<file path="src/rip_pkg.sv">
// Package for the radix integer parser: character codes, mode and phase types,
// and the digit-decode struct shared by the decoder and the top level.
// No dependencies.
package rip_pkg;

  localparam int VALUE_WIDTH_DEF = 64;
  localparam int OUT_WIDTH       = 64;
  localparam int CH_WIDTH        = 8;

  localparam logic [CH_WIDTH-1:0] CH_NUL        = 8'h00;
  localparam logic [CH_WIDTH-1:0] CH_MINUS      = 8'h2D;
  localparam logic [CH_WIDTH-1:0] CH_UNDERSCORE = 8'h5F;
  localparam logic [CH_WIDTH-1:0] CH_ZERO       = 8'h30;
  localparam logic [CH_WIDTH-1:0] CH_ONE        = 8'h31;
  localparam logic [CH_WIDTH-1:0] CH_SEVEN      = 8'h37;
  localparam logic [CH_WIDTH-1:0] CH_NINE       = 8'h39;
  localparam logic [CH_WIDTH-1:0] CH_UPPER_A    = 8'h41;
  localparam logic [CH_WIDTH-1:0] CH_UPPER_F    = 8'h46;
  localparam logic [CH_WIDTH-1:0] CH_LOWER_A    = 8'h61;
  localparam logic [CH_WIDTH-1:0] CH_LOWER_F    = 8'h66;

  typedef enum logic [1:0] {
    RADIX_DEC     = 2'd0,
    RADIX_DEC_OCT = 2'd1,
    RADIX_HEX     = 2'd2,
    RADIX_BIN     = 2'd3
  } radix_mode_t;

  typedef enum logic [1:0] {
    PH_SIGN   = 2'd0,
    PH_FIRST  = 2'd1,
    PH_DIGITS = 2'd2
  } phase_t;

  typedef enum logic [1:0] {
    BASE_2  = 2'd0,
    BASE_8  = 2'd1,
    BASE_10 = 2'd2,
    BASE_16 = 2'd3
  } base_sel_t;

  typedef struct packed {
    logic      is_digit;
    logic [3:0] digit;
    base_sel_t base_sel;
  } digit_t;

endpackage

</file>
<file path="src/rip_if.sv">
// Channel interfaces of the radix integer parser: character input, value
// output and configuration write. Depends on rip_pkg.
interface rip_in_if
  import rip_pkg::*;
  ();
  logic                valid;
  logic                ready;
  logic [CH_WIDTH-1:0] ch;
  modport source (output valid, output ch, input ready);
  modport sink   (input valid, input ch, output ready);
endinterface

interface rip_out_if
  import rip_pkg::*;
  ();
  logic                        valid;
  logic                        ready;
  logic signed [OUT_WIDTH-1:0] value;
  modport source (output valid, output value, input ready);
  modport sink   (input valid, input value, output ready);
endinterface

interface rip_cfg_if;
  logic       valid;
  logic       ready;
  logic [1:0] radix_mode;
  modport source (output valid, output radix_mode, input ready);
  modport sink   (input valid, input radix_mode, output ready);
endinterface

</file>
<file path="src/rip_digit_dec.sv">
// Digit decoder: classifies one character against the active radix and gives
// its digit value and the multiplier select. Depends on rip_pkg.
module rip_digit_dec
  import rip_pkg::*;
(
  input  logic [CH_WIDTH-1:0] ch,
  input  radix_mode_t         mode,
  input  logic                octal_active,
  output digit_t              dec
);

  logic [CH_WIDTH-1:0] off_num;
  logic [CH_WIDTH-1:0] off_upper;
  logic [CH_WIDTH-1:0] off_lower;
  logic                is_num;
  logic                is_upper;
  logic                is_lower;

  assign off_num   = ch - CH_ZERO;
  assign off_upper = ch - CH_UPPER_A + 8'd10;
  assign off_lower = ch - CH_LOWER_A + 8'd10;
  assign is_num    = (ch >= CH_ZERO) && (ch <= CH_NINE);
  assign is_upper  = (ch >= CH_UPPER_A) && (ch <= CH_UPPER_F);
  assign is_lower  = (ch >= CH_LOWER_A) && (ch <= CH_LOWER_F);

  always_comb begin
    dec.digit = off_num[3:0];
    unique case (mode)
      RADIX_HEX: begin
        dec.base_sel = BASE_16;
        dec.is_digit = is_num || is_upper || is_lower;
        if (is_upper) begin
          dec.digit = off_upper[3:0];
        end else if (is_lower) begin
          dec.digit = off_lower[3:0];
        end
      end
      RADIX_BIN: begin
        dec.base_sel = BASE_2;
        dec.is_digit = (ch == CH_ZERO) || (ch == CH_ONE);
      end
      default: begin
        // decimal modes; octal once a leading zero has been seen
        if (octal_active) begin
          dec.base_sel = BASE_8;
          dec.is_digit = (ch >= CH_ZERO) && (ch <= CH_SEVEN);
        end else begin
          dec.base_sel = BASE_10;
          dec.is_digit = is_num;
        end
      end
    endcase
  end

endmodule

</file>
<file path="src/radix_integer_parser_top.sv">
// Top level of the radix integer parser: string state, multiply-add
// accumulator and output register. Depends on rip_pkg, rip_if, rip_digit_dec.
//
// The block takes one ASCII character per beat and returns one signed 64-bit
// value per string, on the zero character that ends it; other characters
// give no result. It accepts a character every clock cycle unless the output
// register holds a value that is not being taken. The string state and the
// accumulator are updated at the accepting edge, and the value of a terminated
// string appears in the output register in the cycle after its terminator
// beat. The accumulator loop is a constant multiply by 2, 8, 10 or 16 plus
// the digit. The output register decouples the sides:
// input is taken whenever the output register is empty or being drained in
// the same cycle. radix_mode (0 decimal, 1 decimal with leading-zero octal,
// 2 hex, 3 binary) is written through the cfg channel, which is always ready;
// write it only between strings. Underscores are skipped, a leading minus in
// the decimal modes negates the value, and the first unexpected character
// freezes the value until the terminator. The accumulator is VALUE_WIDTH bits
// wide and wraps; the result is sign-extended from bit VALUE_WIDTH-1.
module radix_integer_parser_top
  import rip_pkg::*;
#(
  parameter int VALUE_WIDTH = VALUE_WIDTH_DEF
) (
  input  logic        clk,
  input  logic        rst_n,
  rip_in_if.sink      in_if,
  rip_out_if.source   out_if,
  rip_cfg_if.sink     cfg_if
);

  // configuration
  radix_mode_t mode_r;

  // string state
  logic [VALUE_WIDTH-1:0] acc_r, acc_nxt;
  logic                   neg_r, neg_nxt;
  phase_t                 phase_r, phase_nxt;
  logic                   oct_r, oct_nxt;
  logic                   halt_r, halt_nxt;

  // output register
  logic                        out_valid_r, out_valid_nxt;
  logic signed [OUT_WIDTH-1:0] value_r, value_nxt;

  logic                   in_acc;
  logic                   is_term;
  digit_t                 dec;
  logic [VALUE_WIDTH-1:0] acc_x2, acc_x8, acc_x16, acc_mul;
  logic [VALUE_WIDTH-1:0] acc_step;
  logic [VALUE_WIDTH-1:0] res;

  assign cfg_if.ready = 1'b1;

  // take a beat whenever the output slot is free or drains this cycle
  assign in_if.ready  = !out_valid_r || out_if.ready;
  assign in_acc       = in_if.valid && in_if.ready;
  assign is_term      = (in_if.ch == CH_NUL);

  assign out_if.valid = out_valid_r;
  assign out_if.value = value_r;

  // the registered octal flag is enough: the leading zero that sets it is a
  // zero digit in either radix and lands on an empty accumulator
  rip_digit_dec u_dec (
    .ch           (in_if.ch),
    .mode         (mode_r),
    .octal_active (oct_r),
    .dec          (dec)
  );

  // constant multiplies as shifts
  assign acc_x2  = {acc_r[VALUE_WIDTH-2:0], 1'b0};
  assign acc_x8  = {acc_r[VALUE_WIDTH-4:0], 3'b000};
  assign acc_x16 = {acc_r[VALUE_WIDTH-5:0], 4'b0000};

  always_comb begin
    unique case (dec.base_sel)
      BASE_2:  acc_mul = acc_x2;
      BASE_8:  acc_mul = acc_x8;
      BASE_10: acc_mul = acc_x8 + acc_x2;
      BASE_16: acc_mul = acc_x16;
    endcase
  end

  assign acc_step = acc_mul + VALUE_WIDTH'(dec.digit);

  // signed result of the string so far, wrapped to VALUE_WIDTH bits
  assign res = neg_r ? (VALUE_WIDTH'(0) - acc_r) : acc_r;

  always_comb begin
    acc_nxt       = acc_r;
    neg_nxt       = neg_r;
    phase_nxt     = phase_r;
    oct_nxt       = oct_r;
    halt_nxt      = halt_r;
    out_valid_nxt = out_valid_r && !out_if.ready;
    value_nxt     = value_r;

    if (in_acc) begin
      if (is_term) begin
        // emit and clear for the next string
        out_valid_nxt = 1'b1;
        value_nxt     = OUT_WIDTH'(signed'(res));
        acc_nxt       = '0;
        neg_nxt       = 1'b0;
        phase_nxt     = PH_SIGN;
        oct_nxt       = 1'b0;
        halt_nxt      = 1'b0;
      end else if (!halt_r) begin
        if (phase_r == PH_SIGN && (mode_r == RADIX_DEC || mode_r == RADIX_DEC_OCT) &&
            in_if.ch == CH_MINUS) begin
          // record the sign, nothing else
          neg_nxt   = 1'b1;
          phase_nxt = PH_FIRST;
        end else begin
          if (phase_r != PH_DIGITS) begin
            phase_nxt = PH_DIGITS;
            if (mode_r == RADIX_DEC_OCT && in_if.ch == CH_ZERO) begin
              oct_nxt = 1'b1;
            end
          end
          if (in_if.ch != CH_UNDERSCORE) begin
            if (dec.is_digit) begin
              acc_nxt = acc_step;
            end else begin
              halt_nxt = 1'b1;
            end
          end
        end
      end
    end
  end

  always_ff @(posedge clk) begin
    if (!rst_n) begin
      mode_r      <= RADIX_DEC;
      acc_r       <= '0;
      neg_r       <= 1'b0;
      phase_r     <= PH_SIGN;
      oct_r       <= 1'b0;
      halt_r      <= 1'b0;
      out_valid_r <= 1'b0;
    end else begin
      if (cfg_if.valid && cfg_if.ready) begin
        mode_r <= radix_mode_t'(cfg_if.radix_mode);
      end
      acc_r       <= acc_nxt;
      neg_r       <= neg_nxt;
      phase_r     <= phase_nxt;
      oct_r       <= oct_nxt;
      halt_r      <= halt_nxt;
      out_valid_r <= out_valid_nxt;
    end
  end

  // payload: hold unless a terminator loads it
  always_ff @(posedge clk) begin
    value_r <= value_nxt;
  end

`ifndef SYNTHESIS
  // a terminator beat always fills the output slot
  a_term_emits: assert property (@(posedge clk) disable iff (!rst_n)
    in_acc && is_term |=> out_valid_r)
    else $error("terminator beat did not produce a result");

  // a terminator beat leaves the string state cleared
  a_term_clears: assert property (@(posedge clk) disable iff (!rst_n)
    in_acc && is_term |=> (acc_r == '0) && !neg_r && !oct_r && !halt_r &&
      (phase_r == PH_SIGN))
    else $error("string state not cleared after terminator");

  // a frozen value or octal selection only exists inside the digits
  a_halt_phase: assert property (@(posedge clk) disable iff (!rst_n)
    (halt_r || oct_r) |-> (phase_r == PH_DIGITS))
    else $error("halt or octal flag outside digit phase");

  // a sign is only recorded once the sign position has passed
  a_neg_phase: assert property (@(posedge clk) disable iff (!rst_n)
    neg_r |-> (phase_r != PH_SIGN))
    else $error("minus recorded while still expecting sign");

  // a frozen string keeps its accumulator until the terminator
  a_halt_hold: assert property (@(posedge clk) disable iff (!rst_n)
    halt_r && !(in_acc && is_term) |=> $stable(acc_r))
    else $error("accumulator moved after freeze");
`endif

endmodule

</file>
<file path="src/flat_wrapper.sv">
// flat-port wrapper written by rule: the top's interface ports become plain ports
module radix_integer_parser_top_flat import rip_pkg::*;
#(
  parameter int VALUE_WIDTH = VALUE_WIDTH_DEF
)
  (clk, rst_n, in_if_valid, in_if_ch, in_if_ready, out_if_valid, out_if_value, out_if_ready, cfg_if_valid, cfg_if_radix_mode, cfg_if_ready);
  rip_in_if in_if_i ();
  rip_out_if out_if_i ();
  rip_cfg_if cfg_if_i ();
  input  logic clk;
  input  logic rst_n;
  input wire logic [$bits(in_if_i.valid)-1:0] in_if_valid;
  input wire logic [$bits(in_if_i.ch)-1:0] in_if_ch;
  output wire logic [$bits(in_if_i.ready)-1:0] in_if_ready;
  output wire logic [$bits(out_if_i.valid)-1:0] out_if_valid;
  output wire logic [$bits(out_if_i.value)-1:0] out_if_value;
  input wire logic [$bits(out_if_i.ready)-1:0] out_if_ready;
  input wire logic [$bits(cfg_if_i.valid)-1:0] cfg_if_valid;
  input wire logic [$bits(cfg_if_i.radix_mode)-1:0] cfg_if_radix_mode;
  output wire logic [$bits(cfg_if_i.ready)-1:0] cfg_if_ready;
  assign in_if_i.valid = in_if_valid;
  assign in_if_i.ch = in_if_ch;
  assign in_if_ready = in_if_i.ready;
  assign out_if_valid = out_if_i.valid;
  assign out_if_value = out_if_i.value;
  assign out_if_i.ready = out_if_ready;
  assign cfg_if_i.valid = cfg_if_valid;
  assign cfg_if_i.radix_mode = cfg_if_radix_mode;
  assign cfg_if_ready = cfg_if_i.ready;
  radix_integer_parser_top #(.VALUE_WIDTH(VALUE_WIDTH)) u_core (.clk(clk), .rst_n(rst_n), .in_if(in_if_i), .out_if(out_if_i), .cfg_if(cfg_if_i));
endmodule
</file>
<file path="config.mk">
export PLATFORM = sky130hd
export DESIGN_NAME = radix_integer_parser_top_flat
export DESIGN_NICKNAME = d
export VERILOG_FILES = /design/src/rip_pkg.sv /design/src/rip_if.sv /design/src/rip_digit_dec.sv /design/src/radix_integer_parser_top.sv /design/src/flat_wrapper.sv
export SDC_FILE = /design/constraint.sdc
export NUM_CORES = 1
export LEC_CHECK = 0
export ABC_AREA = 1
export ABC_CLOCK_PERIOD_IN_PS = 10400
export CAP_MARGIN = 15
export CELL_PAD_IN_SITES_DETAIL_PLACEMENT = 2
export CELL_PAD_IN_SITES_GLOBAL_PLACEMENT = 2
export CORE_MARGIN = 10
export CORE_UTILIZATION = 37
export CTS_CLUSTER_SIZE = 40
export DETAILED_ROUTE_END_ITERATION = 7
export DONT_BUFFER_PORTS = 1
export GPL_TIMING_DRIVEN = 0
export PLACE_DENSITY_LB_ADDON = 0.1
export SYNTH_ARGS = -nofsm -noshare
export SYNTH_HDL_FRONTEND = slang
export SYNTH_SLANG_ARGS = --single-unit
</file>
<file path="constraint.sdc">
create_clock -name clk -period 10.4 [get_ports clk]
set_clock_uncertainty 0.05 [all_clocks]
set_input_delay 2.08 -clock clk [delete_from_list [all_inputs] [get_ports clk]]
set_output_delay 2.08 -clock clk [all_outputs]
set_load 0.01 [all_outputs]
</file>
== Word level (Yosys, flattened, before mapping) ==
Cells that the tools add are included.

* Bits in registers: 136
* Bits of input ports: 15
* Word-level logic and storage cells: 100
* Output and inout bits: 67

* Add/sub/neg operators: 8
* $lt $le $gt $ge: 7
* Eq/ne operators: 13
* Muxes and demuxes: 33
* Reductions and logical operators: 31

{| class="wikitable"
|+ Operators by type and width
! kind !! number
|-
| $mux W64 || 6
|-
| $pmux W64 S4 || 1
|-
| $add A64 B4 Y64 || 1
|-
| $add A64 B64 Y64 || 1
|-
| $sub A1 B64 Y64 const A || 1
|-
| $eq A8 B6 Y1 const B || 3
|-
| $ge A8 B7 Y1 const B || 2
|-
| $le A8 B6 Y1 const B || 2
|-
| $le A8 B7 Y1 const B || 2
|-
| $mux W1 || 16
|-
| $mux W4 || 3
|-
| $sub A4 B1 Y4 const B || 3
|-
| $mux W2 || 5
|-
| $reduce_and A5 Y1 || 2
|-
| $reduce_bool A2 Y1 || 5
|-
| $logic_and A1 B1 Y1 || 9
|-
| $add A4 B4 Y4 const B || 2
|-
| $eq A2 B2 Y1 const B || 4
|-
| $ge A8 B6 Y1 const B || 1
|-
| $logic_not A8 Y1 || 1
|-
| $ne A8 B7 Y1 const B || 1
|-
| $logic_not A2 Y1 || 3
|-
| $reduce_and A3 Y1 || 2
|-
| $logic_or A1 B1 Y1 || 5
|-
| other kinds (8) || 11
|}

== Longest topological paths before layout ==
Gate-level depths: netlist of run 1.

* Depth after elaboration: 11
* Gate-level depth with buffers: 29
* Gate-level depth less buffers: 28

== Cells and area by module ==
A second synthesis of run 1 with hierarchy kept.

* Cells, all modules: 2902
* Area total of the unflattened synthesis: 16404.5 um2

{| class="wikitable"
|+ Modules (own cells, without submodules)
! module !! cells each !! times used !! sequential area each (um2) !! area an instance (um2)
|-
| radix_integer_parser_top || 2844 || 1 || 3363.2 || 16076.7
|-
| rip_digit_dec || 58 || 1 || 0.0 || 327.8
|}

== Worst setup path after synthesis of run 1 ==
No wires, ideal clock.

* Kind: input to register
* Start point: input port in_if_ch[0]
* End point: register u_core.halt_r
* Data required time: 10.226 ns
* Path buffers: 0
* Setup slack: 4.487 ns
* Stages: 7
* Setup time: 0.124 ns
* Arrival time: 5.738 ns
* Cell sequence: inv_1 -> ha_1 -> nand3_1 -> nor2_1 -> inv_1 -> nand3_1 -> o41ai_1

* Word-level cells in the longest chain between the ends: 10
* Elaborated cells between the ends (all ways): 27
* Classes of those cells: order compare (7); eq/ne (4); mux (7); reduce/logical (9)

{| class="wikitable"
|+ Ends and longest elaborated chain
! element !! line !! text
|-
| start, declared || flat_wrapper.sv:13 || <nowiki>input wire logic [$bits(in_if_i.ch)-1:0] in_if_ch;</nowiki>
|-
| $ge A8 B6 Y1 (tied with other cells) || rip_digit_dec.sv:22, rip_digit_dec.sv:46 ||
|-
| $logic_and A1 B1 Y1 (on tied branches) || rip_digit_dec.sv:22, rip_digit_dec.sv:23 ||
|-
| $logic_or A1 B1 Y1 (2 in series) || rip_digit_dec.sv:31 || <nowiki>dec.is_digit = is_num || is_upper || is_lower;</nowiki>
|-
| $pmux W1 S2 || rip_digit_dec.sv:28 || <nowiki>unique case (mode)</nowiki>
|-
| $mux W1 || radix_integer_parser_top.sv:123 || <nowiki>if (dec.is_digit) begin</nowiki>
|-
| $mux W1 || radix_integer_parser_top.sv:122 || <nowiki>if (in_if.ch != CH_UNDERSCORE) begin</nowiki>
|-
| $mux W1 || radix_integer_parser_top.sv:110 || <nowiki>if (phase_r == PH_SIGN && (mode_r == RADIX_DEC || mode_r == RADIX_DEC_OCT) &&</nowiki>
|-
| $mux W1 || radix_integer_parser_top.sv:109 || <nowiki>end else if (!halt_r) begin</nowiki>
|-
| $mux W1 * || radix_integer_parser_top.sv:100 || <nowiki>if (is_term) begin</nowiki>
|-
| end signal, assigned || radix_integer_parser_top.sv:151 || <nowiki>halt_r <= halt_nxt;</nowiki>
|-
| end, declared || radix_integer_parser_top.sv:39 || <nowiki>logic halt_r, halt_nxt;</nowiki>
|}

Mark *: on every way between the ends. The rest lies on a longest branch, timed or not.
A chain may end at the register's enable or synchronous reset.

== Final worst setup path of run 1 ==
* Start point: input port in_if_ch[1]
* End point: register u_core.acc_r[46]

* Word-level cells in the longest chain between the ends: 11
* Elaborated cells between the ends (all ways): 41
* Classes of those cells: add/sub (6); order compare (7); eq/ne (6); mux (10); reduce/logical (12)

{| class="wikitable"
|+ Ends and longest elaborated chain
! element !! line !! text
|-
| $sub A4 B1 Y4 (tied with other cells) || rip_digit_dec.sv:20, rip_digit_dec.sv:21 ||
|-
| $add A4 B4 Y4 or $logic_and A1 B1 Y1 (tied branches) || rip_digit_dec.sv:20, rip_digit_dec.sv:21, rip_digit_dec.sv:24 ||
|-
| $mux W4 || rip_digit_dec.sv:34 || <nowiki>end else if (is_lower) begin</nowiki>
|-
| $mux W4 || rip_digit_dec.sv:32 || <nowiki>if (is_upper) begin</nowiki>
|-
| $mux W4 || rip_digit_dec.sv:28 ||
|-
| $add A64 B4 Y64 || radix_integer_parser_top.sv:85 || <nowiki>assign acc_step = acc_mul + VALUE_WIDTH'(dec.digit);</nowiki>
|-
| $mux W64 || radix_integer_parser_top.sv:123 ||
|-
| $mux W64 || radix_integer_parser_top.sv:122 ||
|-
| $mux W64 || radix_integer_parser_top.sv:110 ||
|-
| $mux W64 || radix_integer_parser_top.sv:109 ||
|-
| $mux W64 || radix_integer_parser_top.sv:100 ||
|-
| end signal, assigned || radix_integer_parser_top.sv:147 || <nowiki>acc_r <= acc_nxt;</nowiki>
|-
| end, declared || radix_integer_parser_top.sv:35 || <nowiki>logic [VALUE_WIDTH-1:0] acc_r, acc_nxt;</nowiki>
|}

Parallel ways exist; a longest one is shown, timed or not. The select of a mux whose other input is x is not followed.

==> results of run 1 <==
-- synth_stat cells (28+ instances only) --
cell type	number	area share (%)
nand2_1	914	21
inv_1	502	12
nor2_1	300	6.9
a21oi_1	260	8.0
nand3_1	228	7.0
dfxtp_1	72	8.8
ha_1	68	5.2
xor2_1	65	3.5
edfxtp_1	64	12
o21ai_0	43	1.3
nand4_1	39	1.5
clkbuf_1	37	0.85
nor2_2	33	1.3
nor3_1	30	0.92
inv_2	28	0.64
-- state kept, by name, summed over array words and instances (netlist names) --
| signal | flops |
|---|---|
| u_core.neg_r | 1 |
| u_core.out_if.value | 64 |
| u_core.phase_r | 2 |
| u_core.oct_r | 1 |
| u_core.acc_r | 64 |
| u_core.mode_r | 2 |
| u_core.out_if.valid | 1 |
| u_core.halt_r | 1 |
-- critical path: cells and delay by family --
kind / cells / cell delay [ns]
and+or+nand+nor: 16 / 2.90
adders and majority gates: 2 / 0.51
AOI/OAI and AO/OA: 2 / 0.27
buffers and inverters: 3 / 0.26
xor gates and xnor gates: 1 / 0.21
-- worst paths after layout --
path,end,start,slack (ns),cells past startpoint
worst min register to register,u_core.acc_r[63],u_core.acc_r[63],0.45,2
worst max register to register,u_core.acc_r[46],u_core.mode_r[0],4.64,26
worst min-delay path,u_core.acc_r[63],u_core.acc_r[63],0.45,2
worst max-delay path,u_core.acc_r[46],in_if_ch[1],4.43,24
-- final cells by class --
class / count / area, um^2 / share of cell area (%)
Multi-Input combinational cell: 2139 / 10600 / 59.9
Timing Repair Buffer: 1 / 20.0 / 0.113
Buffer: 81 / 383 / 2.17
Tap cell: 585 / 732 / 4.14
Sequential cell: 136 / 3360 / 19.0
Clock inverter: 14 / 149 / 0.842
Clock buffer: 18 / 429 / 2.43
Inverter: 537 / 2020 / 11.4
-- logic make-up after synthesis --
group           count (synthesis)  synth area share (%)
flops                         136                  20.6
fa+ha+maj                      70                  5.45
simple gates                 1645                  44.0
compound gates                357                  11.7
buf+inv                       618                  14.7
xor+xnor                       66                  3.54
other cells                     1                0.0230
-- routing by layer --
metal | vias to the layer above | global-route usage [%] | routed length (um)
met5 | - | 0 | 0
met3 | 121 | 3.94 | 4650
li1 | 9128 | - | -
met2 | 533 | 51.1 | 38600
met4 | 0 | 10.1 | 2480
met1 | 9899 | 41.8 | 38700
-- report_power, final --
group / switching (mW) / total [mW] / internal [mW] / leakage [nW]
sequential: 0.00303 / 0.561 / 0.558 / 1.18
clock: 0.278 / 0.632 / 0.354 / 0.275
combinational: 0.0920 / 0.122 / 0.0298 / 7.37
-- stage by stage --
| step | setup WS (ns) | util (%) | cells | power, mW | instance area (um^2) |
|---|---|---|---|---|---|
| 2_1_floorplan | 4.49 | - | 2893 | 0.648 | 16300 |
| 3_3_place_gp | 3.14 | 39.4 | 3478 | 0.683 | 17100 |
| 3_5_place_dp | 4.07 | 39.4 | 3479 | 0.689 | 17100 |
| 4_1_cts | 4.53 | 40.8 | 3511 | 1.32 | 17700 |
| 5_1_grt | 4.00 | 40.8 | 3511 | 1.35 | 17700 |
| 6_report | 4.43 | 40.8 | 3511 | 1.31 | 17700 |
==> metrics.md, run 1 <==
| Metric | Value |
|---|---|
| CP max stage delay | `0.52 ns` |
| Slew Viols, Final | `0` |
| CTS tree | `yes` |
| # fillers | `5,709` |
| N_diodes | `0` |
| Vias in the first global route | `21,100` |
| Outcome | `completed` |
| Synthesized net count | `2,978` |
| Mapped Cells | `2,893` |
| Clk Latency, worst-skew pair | `0.46 ns` |
| Seq/Total Area, Yosys | `20.6%` |
| Starting Density | `37.7%` |
| Number of setup violations in the final report | `0` |
| Synth cell types | `55` |
| PostCTS Resize Cnt | `0` |
| IO Count | `82` |
| Layout Nets | `2,998` |
| Area Growth Syn to Fin | `8.19%` |
| Post-Route Setup TNS | `0 ns` |
| Most frequent cells in the layout | `nand2_1, inv_1, nor2_1` |
| Slew HR | `29.2%` |
| Fin crit period | `5.97 ns` |
| CORE AREA | `43,400 um^2` |
| Arrival time worst endpoint | `6.23 ns` |
| Crit path required time | `10.66 ns` |
| Ordered cell list for the critical path | `inv_1 -> ha_1 -> inv_1 -> nand3_1 -> nand4_1 -> nor3_1 -> nand2_1 -> xor2_1 -> ha_1 -> a31oi_1 -> nor2_4 -> nand2_2 -> inv_1 -> nand2_1 -> nor2_1 -> nand3_1 -> nor2_1 -> nand3_1 -> nor2_2 -> nand3_1 -> nor2_1 -> nand2_1 -> nand3_1 -> a21oi_1` |
| Largest net degree at the start of global routing | `39` |
| PwrDens | `74.4 nW/um^2` |
| GRT Resource Usage Total | `31.3%` |
| CP max stage cell | `nor3_1` |
| Post-synth top flop | `dfxtp_1` |
| Leak | `8.83 nW` |
| Clk sinks | `136` |
| Root Driver | `clkbuf_16` |
| # rows | `76` |
| Period utilization | `57.4%` |
| Crit path kind | `input pin to flip-flop` |
| 1st-iter DRT viols | `1,299` |
| DRT Wirelength | `84,400 um` |
| Horiz. Die Dim | `230 um` |
| Initial antenna violation count | `1` |
| Routed Antenna Nets | `0` |
| Syn Area/Cell | `5.65 um^2` |
| Vias | `19,700` |
| Max FO, Critical Path | `5` |
| Hold Fails Final Rpt | `0` |
| Commonest non-fill, non-tap cell in the layout | `nand2_1` |
| Hold WC Path Type | `flip-flop to flip-flop` |
| CP Capture Type | `flip-flop` |
| Post-CTS Hold Buffers | `0` |
| Clock buffer depth | `2` |
| Total gr overflow | `0` |
| Die ar. | `53,000 um^2` |
| Worst vdd ir | `121 uV` |
| DRC | `0` |
| Hpwl dp | `70,900 um` |
| Async set or reset register ratio after synthesis | `0%` |
| Num CTS Buffers | `17` |
| Vias per inst | `5.61` |
| Die H | `230 um` |
| Layout cells sized above 1 | `6.97%` |
| Hold slack final | `0.455 ns` |
| Worst Tran Pin Value | `1.06 ns` |
| Synthesized area | `16,300 um^2` |
| Flops & latches, synth | `136` |
| H-Tree Depth | `4` |
| Syn. warnings | `0` |
| IO Port Bufs | `0` |
| DRT Pass-1 Iters | `5` |
| Gp weighted congestion | `0.981` |
| Post-synth EDFFs | `64` |
| First-pass GRT wire length | `128,000 um` |
| RSZ-0062 raised after global routing | `false` |
| Post-CTS setup buffers | `0` |
| Drt wl/cell | `24.0 um` |
| Fmax | `0.167 GHz` |
| Max_cap viols | `0` |
| Clk pin slew, worst setup/hold paths | `0.07 ns` |
| Startpoint Class | `input pin` |
| CP most frequent cell | `nand3_1` |
Note: power is estimated with default switching activity, not from simulation.
==> run 2: changes to the inputs <==
ABC_AREA = 0   (was 1)
ABC_CLOCK_PERIOD_IN_PS = 5000   (was 10400)
CORE_UTILIZATION = 35   (was 37)
clock period = 5 ns   (was 10.4 ns; I/O delays follow)
==> run 2 against run 1 <==
  * Via count shrank 21%
  * Clock power grew 120%
  * The flow now finishes with violations (setup timing)
  * Die area shrank 9.1%
  * Final cell count shrank 31%
  * Critical path type unchanged
  * Hold slack gained 0.013 ns
  * Critical endpoint is now u_core.acc_r[62]
  * Sequential power grew 110%
  * Combinational power grew to 2.8 times the previous value
  * Largest cell class unchanged
  * First-iteration DRC count grew 5.8%
==> metrics.md, run 2 <==
| Metric | Value |
|---|---|
| Total gr overflow | `0 (unchanged)` |
| Layout Nets | `1,977 (was 2,998)` |
| Flop-to-flop setup slack | `-0.10 ns (was 4.64 ns)` |
| Ordered cell list for the critical path | `clkinvlp_4 -> ha_4 -> nor3b_4 -> a31oi_1 -> and3_1 -> buf_8 -> nand2_4 -> xnor2_4 -> buf_6 -> ha_4 -> a21o_1 -> a21oi_4 -> a21oi_2 -> and2_4 -> o211ai_1 -> nor3_4 -> or4b_4 -> nor3_4 -> nand3b_1 -> and4bb_4 -> nor4b_1 -> or3_1 (was inv_1 -> ha_1 -> inv_1 -> nand3_1 -> nand4_1 -> nor3_1 -> nand2_1 -> xor2_1 -> ha_1 -> a31oi_1 -> nor2_4 -> nand2_2 -> inv_1 -> nand2_1 -> nor2_1 -> nand3_1 -> nor2_1 -> nand3_1 -> nor2_2 -> nand3_1 -> nor2_1 -> nand2_1 -> nand3_1 -> a21oi_1)` |
| Commonest cells in the netlist | `nand2_1, nor2_1, o21ai_0, a21oi_1, xnor2_1 (was nand2_1, inv_1, nor2_1, a21oi_1, nand3_1)` |
| Setup crit end | `u_core.acc_r[62] (was u_core.acc_r[46])` |
| Gp weighted congestion | `0.951 (was 0.981)` |
| Area Growth Syn to Fin | `18.9% (was 8.19%)` |
| DRT Pass-1 Iters | `5 (unchanged)` |
| Syn Area/Cell | `7.60 um^2 (was 5.65 um^2)` |
| H-Tree Depth | `4 (unchanged)` |
| Period utilization | `104%` |
| Family with the most delay on the worst path | `simple AND/OR/NAND/NOR gates (unchanged)` |
| Slew Viols, Final | `0 (unchanged)` |
| Root Driver | `clkbuf_16 (unchanged)` |
| Synthesized area | `13,900 um^2 (was 16,300 um^2)` |
| RR Startpoint | `u_core.mode_r[1] (was u_core.mode_r[0])` |
| First-pass GRT wire length | `105,000 um (was 128,000 um)` |
| Most frequent cell after synthesis | `nand2_1 (unchanged)` |
| Starting Density | `35.2% (was 37.7%)` |
| Largest net degree at the start of global routing | `38 (was 39)` |
| Hpwl dp | `53,300 um (was 70,900 um)` |
| Max FO, Critical Path | `6 (was 5)` |
| Outcome | `finished with violations (was completed)` |
| Worst Tran Pin Value | `1.07 ns (was 1.06 ns)` |
| Hold WC Path Type | `flip-flop to flip-flop (unchanged)` |
| Top cells by area, synth | `edfxtp_1, dfxtp_1, xnor2_1, ha_1, o21ai_0 (was nand2_1, edfxtp_1, inv_1, dfxtp_1, a21oi_1)` |
| Final setup margin | `-0.197 ns (was 4.43 ns)` |
| Post-synth EDFFs | `64 (unchanged)` |
| CP max stage cell | `or4b_4 (was nor3_1)` |
| Arrival time worst endpoint | `5.55 ns (was 6.23 ns)` |
| Die H | `219 um (was 230 um)` |
| Synth cell types | `83 (was 55)` |
| Adder-Cell Fraction of Synth Area | `6.40% (was 5.45%)` |
| DRT Wirelength | `72,200 um (was 84,400 um)` |
| Vias | `15,600 (was 19,700)` |
| Async set or reset register ratio after synthesis | `0% (unchanged)` |
| Syn. warnings | `0 (unchanged)` |
| Synthesized net count | `1,916 (was 2,978)` |
| Post-Synth Simple-Gate Area | `25.0% (was 44.0%)` |
| Num CTS Buffers | `17 (unchanged)` |
| Worst slack, placed | `-1.88 ns (was 4.07 ns)` |
| Synth Area in Compound Gates | `26.0% (was 11.7%)` |
| Worst vdd ir | `299 uV (was 121 uV)` |
| Fmax | `0.192 GHz` |
| CTS tree | `yes (unchanged)` |
| 1st-iter DRT viols | `1,374 (was 1,299)` |
| Most frequent cells in the layout | `nand2_1, nor2_1, a21oi_1 (was nand2_1, inv_1, nor2_1)` |
| IO Count | `82 (unchanged)` |
| IO Port Bufs | `0 (unchanged)` |
| Clk sinks | `136 (unchanged)` |
| Area share of the largest cell type after synthesis | `13.8% (was 21.0%)` |
| Largest family of logic cells by synthesized area | `compound AO/OA/AOI/OAI gates (was simple AND/OR/NAND/NOR gates)` |
| Drt wl/cell | `29.7 um (was 24.0 um)` |
| Layout cells sized above 1 | `14.2% (was 6.97%)` |
| Vias per inst | `6.41 (was 5.61)` |
| Max_cap viols | `0 (unchanged)` |
| Crit path required time | `5.36 ns (was 10.66 ns)` |
| Flops & latches, synth | `136 (unchanged)` |
| Startpoint Class | `input pin (unchanged)` |
| Clock buffer depth | `2 (unchanged)` |
| Crit path kind | `input pin to flip-flop (unchanged)` |
| Mapped Cells | `1,831 (was 2,893)` |
| Slew HR | `28.3% (was 29.2%)` |
| Worst Path Buf+Inv | `3 (unchanged)` |
| Failing checks | `setup timing` |
| Xor and xnor area share after synthesis | `8.99% (was 3.54%)` |
| Post-synthesis mux area share | `4.54% (was 0%)` |
| Number of setup violations in the final report | `16 (was 0)` |
| Vias in the first global route | `16,200 (was 21,100)` |
| # rows | `73 (was 76)` |
| GRT Resource Usage Total | `28.9% (was 31.3%)` |
| N_diodes | `0 (unchanged)` |
| Horiz. Die Dim | `219 um (was 230 um)` |
| Critical path origin | `in_if_ch[1] (unchanged)` |
| PwrDens | `176 nW/um^2 (was 74.4 nW/um^2)` |
| Worst Reg-to-Reg Cells | `19 (was 26)` |
| RSZ-0062 raised after global routing | `true (was false)` |
| Routed Antenna Nets | `0 (unchanged)` |
| Initial antenna violation count | `0 (was 1)` |
| Crit path depth | `22 (was 24)` |
| Clk pin slew, worst setup/hold paths | `0.06 ns (was 0.07 ns)` |
| Seq/Total Area, Yosys | `24.2% (was 20.6%)` |
| CORE AREA | `39,500 um^2 (was 43,400 um^2)` |
| Commonest non-fill, non-tap cell in the layout | `nand2_1 (unchanged)` |
| Worst reg2reg endpoint | `u_core.acc_r[62] (was u_core.acc_r[46])` |
| Clk Latency, worst-skew pair | `0.47 ns (was 0.46 ns)` |
| Hold slack final | `0.468 ns (was 0.455 ns)` |
| Final total power | `2.92 mW (was 1.31 mW)` |
| CP Capture Type | `flip-flop (unchanged)` |
| Fin crit period | `5.20 ns` |
| Post-synth top flop | `dfxtp_1 (unchanged)` |
| CP max stage delay | `0.54 ns (was 0.52 ns)` |
| Synth area leader | `edfxtp_1 (was nand2_1)` |
| DRC | `0 (unchanged)` |
| Die ar. | `48,200 um^2 (was 53,000 um^2)` |
| Leak | `5.78 nW (was 8.83 nW)` |
| Hold Fails Final Rpt | `0 (unchanged)` |
[run 2: worst min-delay path: stages, from the launching register on]
cell and delay, ns:
dfxtp_1 0.32, nand2_1 0.06, o211ai_1 0.08
[run 2: cell families (layout without fill, tap and decap cells)]
logic type               after synthesis  count (layout)
buffers and inverters                174             248
adder cells (fa/ha/maj)               70              70
AO/OA/AOI/OAI                        560             560
flip-flops                           136             136
other                                  1               1
AND/OR/NAND/NOR                      685             685
multiplexers                          62              62
XOR/XNOR                             143             143
[run 2: final cells by class]
type / instances / area (um^2)
fillers: 4479 / 23000
multi-input cells: 1521 / 10600
flip-flops and latches: 136 / 3390
plain buffers: 129 / 717
well taps: 525 / 657
clock buffers: 20 / 457
repair buffers: 54 / 440
clock inverters: 12 / 174
inverters: 33 / 128
[run 2: timing repair]
item                                    CTS  global route
gates resized for setup                 126            91
pin swaps                                23            24
endpoints found under the setup margin   53            34
hold buffers                              0             0
buffers inserted                         26            26
[run 2: power by group]
part	total (mW)	internal (mW)	leakage (nW)	switching, mW
logic	0.347	0.118	4.39	0.229
registers	1.17	1.16	1.09	0.00868
clock network	1.40	0.857	0.300	0.547
[run 2: worst min-delay path by stage]
stage | start | end | slack [ns] | cells after the start
finish | u_core.acc_r[63] | u_core.acc_r[63] | 0.47 | 2
global route | u_core.halt_r | u_core.halt_r | 0.51 | 2
global placement | u_core.halt_r | u_core.halt_r | 0.41 | 2
detailed placement | u_core.halt_r | u_core.halt_r | 0.44 | 2
CTS | u_core.acc_r[63] | u_core.acc_r[63] | 0.46 | 2
floorplan | u_core.halt_r | u_core.halt_r | 0.39 | 2
[run 2: per-stage QoR]
| stage | instance area [um^2] | TNS, ns | utilization, % | std cells |
|---|---|---|---|---|
| after floorplan | 14000 | -0.0149 | - | 1831 |
| after global placement | 14700 | -125.68 | 37.1 | 2356 |
| after detailed placement | 14700 | -63.13 | 37.2 | 2358 |
| after CTS | 16100 | -0.738 | 40.6 | 2408 |
| after global routing | 16600 | -4.70 | 41.9 | 2430 |
| final | 16600 | -1.11 | 41.9 | 2430 |
[run 2: layer usage]
layer | vias up | share of wire [%] | global-route usage [%]
met3 | 88 | 6.8 | 4.54
met1 | 7996 | 45 | 39.8
li1 | 6917 | - | -
met5 | - | 0 | 0
met2 | 585 | 46 | 46.2
met4 | 0 | 2.2 | 7.68
==> run 3: changes to the inputs <==
ABC_AREA = 1   (was 0)
CORE_UTILIZATION = 31   (was 35)
==> run 3 against run 2 <==
  * The run now ends clean
  * Sequential power about the same
  * Total power decreased by 2.3%
  * Combinational power decreased by 27%
  * Via count increased by 20%
  * Critical path depth increased by 3
  * Clock-buffer cell count decreased by 2
  * Cell area increased by 8.3%
  * Hold slack got worse by 0.029 ns
  * Maximum frequency increased by 11%
  * Non-clock buffer count decreased by 102
  * Die area increased by 29%
  * Critical path type is now flip-flop to flip-flop
  * Largest cell class unchanged
  * Largest power group unchanged
==> metrics.md, run 3 (synthesized netlist as in run 1, its figures left out) <==
| Metric | Value |
|---|---|
| 1st-iter DRT viols | `1,151 (was 1,374)` |
| Largest net degree at the start of global routing | `40 (was 38)` |
| Instance area at placement | `17,200 um^2 (was 14,700 um^2)` |
| Initial antenna violation count | `0 (unchanged)` |
| Hold WC Path Type | `flip-flop to flip-flop (unchanged)` |
| Layout cells sized above 1 | `7.08% (was 14.2%)` |
| Slew Viols, Final | `0 (unchanged)` |
| DRT Pass-1 Iters | `5 (unchanged)` |
| Root Driver | `clkbuf_16 (unchanged)` |
| CP max stage cell | `ha_1 (was or4b_4)` |
| Slew HR | `42.1% (was 28.3%)` |
| Arrival time worst endpoint | `4.95 ns (was 5.55 ns)` |
| Area Growth Syn to Fin | `9.76% (was 18.9%)` |
| Worst vdd ir | `259 uV (was 299 uV)` |
| Max FO, Critical Path | `19 (was 6)` |
| Clk Latency, worst-skew pair | `0.46 ns (was 0.47 ns)` |
| CP max stage delay | `0.34 ns (was 0.54 ns)` |
| Leak | `8.90 nW (was 5.78 nW)` |
| CTS tree | `yes (unchanged)` |
| First-pass GRT wire length | `123,000 um (was 105,000 um)` |
| Layout Nets | `2,997 (was 1,977)` |
| Clk sinks | `136 (unchanged)` |
| Vias per inst | `5.19 (was 6.41)` |
| IO Port Bufs | `0 (unchanged)` |
| Drt wl/cell | `22.4 um (was 29.7 um)` |
| Die ar. | `62,300 um^2 (was 48,200 um^2)` |
| Startpoint Class | `flip-flop (was input pin)` |
| GRT Resource Usage Total | `25.6% (was 28.9%)` |
| Setup crit end | `u_core.acc_r[46] (was u_core.acc_r[62])` |
| Vias in the first global route | `20,200 (was 16,200)` |
| Outcome | `completed (was finished with violations)` |
| Clock buffer depth | `2 (unchanged)` |
| Routed Antenna Nets | `0 (unchanged)` |
| Flop-to-flop setup slack | `0.32 ns (was -0.10 ns)` |
| Starting Density | `31.2% (was 35.2%)` |
| Die H | `250 um (was 219 um)` |
| Cell area after layout | `17,900 um^2 (was 16,600 um^2)` |
| Post-CTS Hold Buffers | `0 (unchanged)` |
| Final Util | `34.3% (was 41.9%)` |
| Worst Reg-to-Reg Cells | `25 (was 19)` |
| Hpwl dp | `69,300 um (was 53,300 um)` |
| H-Tree Depth | `4 (unchanged)` |
| Worst reg2reg endpoint | `u_core.acc_r[46] (was u_core.acc_r[62])` |
| CORE AREA | `52,300 um^2 (was 39,500 um^2)` |
| Total gr overflow | `0 (unchanged)` |
| Most frequent cells in the layout | `nand2_1, inv_1, nor2_1 (was nand2_1, nor2_1, a21oi_1)` |
| RSZ-0062 raised after global routing | `false (was true)` |
| Period utilization | `93.7% (was 104%)` |
| Fin crit period | `4.68 ns (was 5.20 ns)` |
| Vias | `18,700 (was 15,600)` |
| IO Count | `82 (unchanged)` |
| Post-Route Setup TNS | `0 ns (was -1.11 ns)` |
| DRC | `0 (unchanged)` |
| Number of setup violations in the final report | `0 (was 16)` |
| Gp weighted congestion | `0.986 (was 0.951)` |
| Horiz. Die Dim | `250 um (was 219 um)` |
| Num CTS Buffers | `17 (unchanged)` |
| Crit path required time | `5.26 ns (was 5.36 ns)` |
| Hold Fails Final Rpt | `0 (unchanged)` |
| Fmax | `0.213 GHz (was 0.192 GHz)` |
| RR Startpoint | `u_core.mode_r[0] (was u_core.mode_r[1])` |
| DRT Wirelength | `80,900 um (was 72,200 um)` |
| CP Capture Type | `flip-flop (unchanged)` |
| Crit path kind | `flip-flop to flip-flop (was input pin to flip-flop)` |
| Hold slack final | `0.439 ns (was 0.468 ns)` |
| PwrDens | `159 nW/um^2 (was 176 nW/um^2)` |
| # rows | `84 (was 73)` |
| Critical path origin | `u_core.mode_r[0] (was in_if_ch[1])` |
| Max_cap viols | `0 (unchanged)` |
| Clk pin slew, worst setup/hold paths | `0.06 ns (about the same)` |
| Commonest non-fill, non-tap cell in the layout | `nand2_1 (unchanged)` |
| N_diodes | `0 (unchanged)` |
| Worst Tran Pin Value | `0.869 ns (was 1.07 ns)` |
-- run 3: cell types whose count changed in the layout (fill, tap and decap cells not counted), sizes merged, moves of 46 or more --
cell,change
nor2b,-46
o21ai,-83
nand2,+752
mux2i,-53
nor2,+187
xnor2,-118
a21oi,+129
clkbuf,-61
nand3,+185
inv,+499
-- run 3: area by class of cell --
type                            count  area [um^2]
Multi-Input combinational cell   2139        10600
Fill cell                        6743        34400
Timing Repair Buffer                3         47.5
Clock buffer                       18          429
Sequential cell                   136         3360
Buffer                             78          390
Clock inverter                     14          204
Tap cell                          688          861
Inverter                          537         2020
-- run 3: critical path: cells and delay by family, from the launching register on --
kind / cells / cell delay (ns)
flip-flops: 1 / 0.30
AO/OA/AOI/OAI: 3 / 0.43
adder cells (fa/ha/maj): 1 / 0.34
AND/OR/NAND/NOR: 16 / 2.23
buffers and inverters: 5 / 1.15
-- run 3: worst min path at each step --
stage | endpoint | slack (ns) | from | depth (start not counted)
2_1_floorplan | u_core.halt_r | 0.40 | u_core.halt_r | 2
3_3_place_gp | u_core.phase_r[1] | 0.43 | u_core.phase_r[1] | 2
3_5_place_dp | u_core.acc_r[63] | 0.44 | u_core.acc_r[63] | 2
4_1_cts | u_core.acc_r[63] | 0.45 | u_core.acc_r[63] | 2
5_1_grt | u_core.acc_r[63] | 0.50 | u_core.acc_r[63] | 2
6_report | u_core.acc_r[63] | 0.44 | u_core.acc_r[63] | 2
-- run 3: through the flow --
stage | setup WS (ns) | power (mW) | cells
finish | 0.316 | 2.85 | 3613
global route | 0.0270 | 2.94 | 3613
CTS | 0.0543 | 2.86 | 3612
detailed placement | -0.572 | 1.44 | 3582
global placement | -1.24 | 1.43 | 3581
floorplan | 0.167 | 1.35 | 2893
-- run 3: where the power goes --
part           total [mW]  internal (mW)  switching (mW)  leakage, nW
combinational       0.254         0.0655           0.189         7.40
clock                1.43          0.880           0.553        0.313
sequential           1.17           1.16         0.00573         1.18
total                2.85           2.11           0.748         8.90
-- run 3: per-layer routing --
metal | share of wire (%) | up-vias | GRT usage, %
met2 | 44 | 348 | 40.5
met4 | 2.6 | 0 | 7.31
met3 | 4.3 | 85 | 3.20
li1 | - | 9130 | -
met1 | 50 | 9186 | 35.7
met5 | 0 | - | 0
-- run 3: timing repair --
item | 4_1_cts | 5_1_grt
resized for setup | 3 | 11
setup endpoints to repair | 42 | 28
pin swaps | 0 | 3
buffers inserted | 0 | 2
